## config.mk

```make
export PLATFORM = sky130hd
export DESIGN_NAME = ntfi_ctrl
export DESIGN_NICKNAME = d
export VERILOG_FILES = /design/src/hdl/ntfi_pkg.sv /design/src/hdl/ntfi_ctrl.sv
export SDC_FILE = /design/constraint.sdc
export NUM_CORES = 1
export LEC_CHECK = 0
export ABC_AREA = 0
export BUFFER_PORTS_ARGS = -buffer_cell sky130_fd_sc_hd__buf_2
export CORE_AREA = 2 2 39 41
export CTS_CLUSTER_DIAMETER = 40
export DETAILED_ROUTE_END_ITERATION = 16
export DIE_AREA = 0 0 41 43
export PLACE_DENSITY = 0.45
export SYNTH_ARGS = -nofsm -noshare
export SYNTH_HDL_FRONTEND = slang
export SYNTH_SLANG_ARGS = --single-unit
```

## constraint.sdc

```tcl
create_clock -name i_clk -period 2.8 [get_ports i_clk]
set_input_delay 0.28 -clock i_clk [delete_from_list [all_inputs] [get_ports i_clk]]
set_output_delay 0.28 -clock i_clk [all_outputs]
set_load 0.05 [all_outputs]
```

## src/hdl/ntfi_pkg.sv

```systemverilog
`timescale 1ns / 1ps
`default_nettype none
// ----------------------------------------------------------------------------
// ntfi_pkg
// Shared types and constants for the name table find-or-insert unit.
// ----------------------------------------------------------------------------
package ntfi_pkg;

    localparam int TABLE_SLOTS_DEF = 2048;
    localparam int NAME_BYTES_DEF  = 8;

    localparam int KEY_W       = 64;
    localparam int SLOT_INDEX_W = 11;
    localparam int STATUS_W    = 2;

    localparam logic [STATUS_W-1:0] ST_FOUND    = 2'd0;
    localparam logic [STATUS_W-1:0] ST_INSERTED = 2'd1;
    localparam logic [STATUS_W-1:0] ST_FULL     = 2'd2;

    typedef enum logic [2:0] {
        S_CLEAR,
        S_IDLE,
        S_HASH,
        S_PROBE,
        S_DONE
    } t_state;

    // controller -> datapath
    typedef struct packed {
        logic load;
        logic hash_step;
        logic probe_step;
        logic clear_step;
        logic out_load;
    } t_cmd;

    // datapath -> controller
    typedef struct packed {
        logic clear_last;
        logic hash_done;
        logic probe_done;
    } t_sts;

endpackage
`default_nettype wire

```

## src/hdl/ntfi_ctrl.sv

```systemverilog
`timescale 1ns / 1ps
`default_nettype none
// ----------------------------------------------------------------------------
// ntfi_ctrl
// Sequencer: clearing pass, hash walk, probe walk and output hand-off.
// ----------------------------------------------------------------------------
module ntfi_ctrl (
    input  wire logic          i_clk,
    input  wire logic          i_rst_n,
    input  wire logic          i_in_valid,
    output logic               o_in_ready,
    output logic               o_out_valid,
    input  wire logic          i_out_ready,
    input  wire ntfi_pkg::t_sts i_sts,
    output ntfi_pkg::t_cmd     o_cmd
);
    import ntfi_pkg::*;

    t_state r_state;
    t_state n_state;
    logic   r_out_valid;
    logic   n_out_valid;
    logic   out_free;

    always_ff @(posedge i_clk) begin
        if (!i_rst_n) begin
            r_state     <= S_CLEAR;
            r_out_valid <= 1'b0;
        end else begin
            r_state     <= n_state;
            r_out_valid <= n_out_valid;
        end
    end

    assign out_free = !r_out_valid || i_out_ready;

    always_comb begin
        n_state    = r_state;
        o_cmd      = '0;
        o_in_ready = 1'b0;
        unique case (r_state)
            S_CLEAR: begin
                o_cmd.clear_step = 1'b1;
                if (i_sts.clear_last) begin
                    n_state = S_IDLE;
                end
            end
            S_IDLE: begin
                o_in_ready = 1'b1;
                if (i_in_valid) begin
                    o_cmd.load = 1'b1;
                    n_state    = S_HASH;
                end
            end
            S_HASH: begin
                o_cmd.hash_step = 1'b1;
                if (i_sts.hash_done) begin
                    n_state = S_PROBE;
                end
            end
            S_PROBE: begin
                o_cmd.probe_step = 1'b1;
                if (i_sts.probe_done) begin
                    n_state = S_DONE;
                end
            end
            S_DONE: begin
                // hold the result until the output word is free
                if (out_free) begin
                    o_cmd.out_load = 1'b1;
                    n_state        = S_IDLE;
                end
            end
            default: begin
                n_state = S_CLEAR;
            end
        endcase
    end

    always_comb begin
        if (o_cmd.out_load) begin
            n_out_valid = 1'b1;
        end else if (i_out_ready) begin
            n_out_valid = 1'b0;
        end else begin
            n_out_valid = r_out_valid;
        end
    end

    assign o_out_valid = r_out_valid;

endmodule
`default_nettype wire

```

Word level (Yosys, flattened, before mapping)
Index checks and enable logic that the tools add are counted.
{"block": "word_totals", "reg_bits": 4, "latch_bits": 0, "mem_bits_rw": 0, "romBits": 0, "inputBits": 7, "output_inout_bits": 7, "elab_cells": 32, "n_memories": 0}
{"block": "classes", "n_addsub": 0, "mul": 0, "div": 0, "magnitude_cmp": 0, "eq_ne": 9, "shifts": 0, "muxes": 16, "bitwise": 0, "reduce_logical": 5}
{"operator": "2-to-1 mux 3 bit", "count": 5}
{"operator": "one-hot mux 3 bit (5 select lines)", "count": 1}
{"operator": "2-to-1 mux 1 bit", "count": 10}
{"operator": "inequality test 2 bit, second input constant", "count": 5}
{"operator": "equality test 3 x 2 -> 1 bit, second input constant", "count": 2}
{"operator": "AND reduction 5 bit", "count": 1}
{"operator": "equality test 3 x 1 -> 1 bit, second input constant", "count": 1}
{"operator": "equality test 3 bit, second input constant", "count": 1}
{"operator": "zero test 3 bit", "count": 1}
{"operator": "nonzero test 2 bit", "count": 1}
{"operator": "zero test 1 bit", "count": 1}
{"operator": "logical OR 1 bit", "count": 1}

Logic depth before layout (Yosys ltp)
{"block": "depth", "depth_word": 5, "ltp_mapped": 5, "mapped_depth_nobuf": 4}

Worst setup path before layout
Ideal clock, no wire load.
{"block": "synth_timing", "kind": "register to output", "startpoint": "register r_state[0]", "endpoint": "output o_cmd[4] in the netlist's numbering", "t_arrival_ns": 2.219, "t_required_ns": 2.520, "setup_slack_ns": 0.301, "stages_incl_launch_ff": 4, "path_buffers": 1, "cell_sequence": "dfxtp_1 -> buf_6 -> nor3b_1 -> and2_1"}
{"element": "start: declaration", "line_no": "ntfi_ctrl.sv:19", "text": "t_state r_state;"}
{"element": "start signal: assignment", "line_no": "ntfi_ctrl.sv:30", "text": "r_state <= n_state;"}
{"element": "end: declaration", "line_no": "ntfi_ctrl.sv:15", "text": "output ntfi_pkg::t_cmd o_cmd"}

==> run_results.csv <==
group,metric,value,unit
status,outcome,"completed",
timing,hold_slack,319,ps
finish,drive_gt1_frac,0.477,
clocking,insertion_delay,230,ps
finish,fin_nets,53,
worst_setup_path,critPathLaunchType,"register",
timing,rsz0062_at_grt,"false",
die,io-pin-count,14,
die,start_util,0.209,
worst_setup_path,cp_max_fo,11,
worst_setup_path,r2r_end,"r_state[0]",
logic_synthesis,synth-edff-count,0,
worst_setup_path,r2r_setup_slack,1530,ps
timing,hold_viol,0,
power_and_ir_drop,p_leak,0.167,nW
worst_setup_path,critPathTopFamily,"flip-flops",
logic_synthesis,yosys-top-cells-area,"dfxtp_1 28%, mux2i_1 10%, buf_6 7.8%",
logic_synthesis,synth_top_family_by_area,"simple AND/OR/NAND/NOR gates",
die,core_area,1380,um^2
logic_synthesis,synth_most_common_cell,"dfxtp_1",
worst_setup_path,path_cells,"nor3b_1 > and2_1 > buf_2",
logic_synthesis,ys_seq_area_frac,0.277,
worst_setup_path,path_buf_inv,1,
route,routedWlPerCell,8.60,um
logic_synthesis,syn-mean-instance-area,9.32,um^2
logic_synthesis,synthAdderAreaFrac,0,
route,drt-total-wl,516,um
clocking,cts_buffer_depth,2,
route,drcViolationCount,0,
die,die_width,41,um
clocking,tritoncts,"built",
route,postRouteAntennaNets,0,
timing,max_freq,581,MHz
hold_path,hold_depth,2,
logic_synthesis,ys_ff_latch,4,
worst_setup_path,r2r-start,"r_state[0]",
logic_synthesis,synth_mux_area_frac,0.104,
timing,slew_headroom,0.747,
worst_setup_path,cp_num_cells,3,
route,drt-pass1-iter-count,2,
grt,grt-ovfl-total,0,
timing,finalCritPeriodShare,0.614,
logic_synthesis,synth-simple-area-share,0.398,
route,vias,244,
hold_path,hold_path.class,"input pin to register",
run,drv_cap,0,
grt,grt_pass1_wl,786,um
timing,tns,0,ps
die,die_h,43,um
clocking,clkTransAtPathRegs,40,ps
power_and_ir_drop,ir_worst_vdd,0.202,mV
clocking,cts-resized-gates,0,
logic_synthesis,ys_types,22,
grt,antenna_found_initial,0,
finish,num-fill-cells,160,
clocking,cts_sinks,4,
worst_setup_path,reg2reg_depth,4,
finish,syn_to_final_growth,26.8,%
timing,setup_violations,0,
worst_setup_path,worstPathArrival,1440,ps
placed_design,port_buffers,13,
hold_path,whs_endpoint,"o_out_valid",
timing,drv_slew,0,
finish,multiInputGateArea,175,um^2
clocking,hold_buffers,0,
power_and_ir_drop,power_density,704,nW/um^2
timing,clock_skew,2.43,ps
logic_synthesis,synth_common_cells,"4 x dfxtp_1, 3 x mux2i_1",
finish,regArea,80.1,um^2
hold_path,hold_path_startpoint,"i_rst_n",
timing,period_minus_slack,1720,ps
logic_synthesis,synthFlopType,"dfxtp_1",
timing,tightest_slew,379,ps
logic_synthesis,synth-xor-area-share,0,
worst_setup_path,critPathCaptureType,"output pin",
logic_synthesis,yosysWarnings,0,
clocking,postCtsSetupBuffers,0,
grt,grt_max_degree,12,
worst_setup_path,crit_path_top_delay_cell,"dfxtp_1",
logic_synthesis,synth_compound_area_frac,0.104,
clocking,clock-root-buffer,"clkbuf_4",
grt,first_global_vias,213,
die,dieArea,1760,um^2
clocking,numCtsBuffers,3,
route,drtIter0Drc,1,
logic_synthesis,netlist_instances,31,
worst_setup_path,critPathRequiredTime,2520,ps
grt,grtUsageTotal,0.0704,
die,rows,14,
clocking,cts_max_level,1,
route,avgViaCountPerCell,4.07,
finish,antenna_cells,0,
logic_synthesis,yosys.area.top_type,"dfxtp_1",
logic_synthesis,async_flop_share,0,
logic_synthesis,synth_area,289,um^2
worst_setup_path,critPathMaxStageDelay,540,ps
logic_synthesis,synth_top_area_frac,0.277,
placed_design,gp_congestion,0.651,
logic_synthesis,syn-num-nets,38,
worst_setup_path,crit_type,"register to output pin",
registers in the layout, indices dropped and copies added (netlist names):
signal       count
o_out_valid      1
r_state          3
worst max-delay path by stage:
stage	from	endpoint	slack (ps)
4_1_cts	r_state[0]	o_cmd[4]	1070
3_5_place_dp	r_state[0]	o_cmd[4]	1320
5_1_grt	r_state[0]	o_cmd[4]	1020
2_1_floorplan	r_state[0]	o_cmd[4]	300
6_report	r_state[0]	o_cmd[4]	1080
3_3_place_gp	r_state[0]	o_cmd[4]	1350
routing by layer:
| layer | share of wire | track usage | vias up |
|---|---|---|---|
| li1 | - | - | 134 |
| met1 | 0.39 | 0.0645 | 108 |
| met2 | 0.58 | 0.109 | 2 |
| met3 | 0.031 | 0.0314 | 0 |
| met4 | 0 | 0.0600 | 0 |
| met5 | 0 | 0 | - |
cell type report:
cell class,count,share of cell area
clock buffers,3,0.0614
inverters,1,0.0102
multi-input cells,23,0.478
flip-flops and latches,4,0.218
well taps,16,0.0546
repair buffers,13,0.177
per-stage QoR:
stage	power [mW]	setup slack [ps]	std cells	cell area, um^2	utilization
6_report	0.258	1080	60	367	0.265
5_1_grt	0.273	1020	60	367	0.265
4_1_cts	0.264	1070	60	367	0.265
3_5_place_dp	0.192	1320	57	344	0.249
3_3_place_gp	0.192	1350	57	344	0.249
2_1_floorplan	0.180	301	31	289	-
logic make-up after synthesis:
group / count (synthesis)
DFF: 4
and+or+nand+nor: 15
muxes: 3
buffers and inverters: 4
AOI/OAI and AO/OA: 5
layout by cell type (no fill, tap or decap), drive strengths merged:
master,count
a21boi,1
a21oi,1
and2,1
and3b,1
and4bb,1
buf,13
clkbuf,3
dfxtp,4
inv,1
mux2i,3
nand2,3
nand3,1
nand3b,1
nor2b,3
nor3,1
nor3b,3
o21a,1
o21ai,2
report_power, final:
group	total, mW	switching, mW	internal (mW)
combinational	0.107	0.0713	0.0361
sequential	0.0825	0.0185	0.0640
clock	0.0682	0.0205	0.0477
Power figures use the tool's default switching activity.
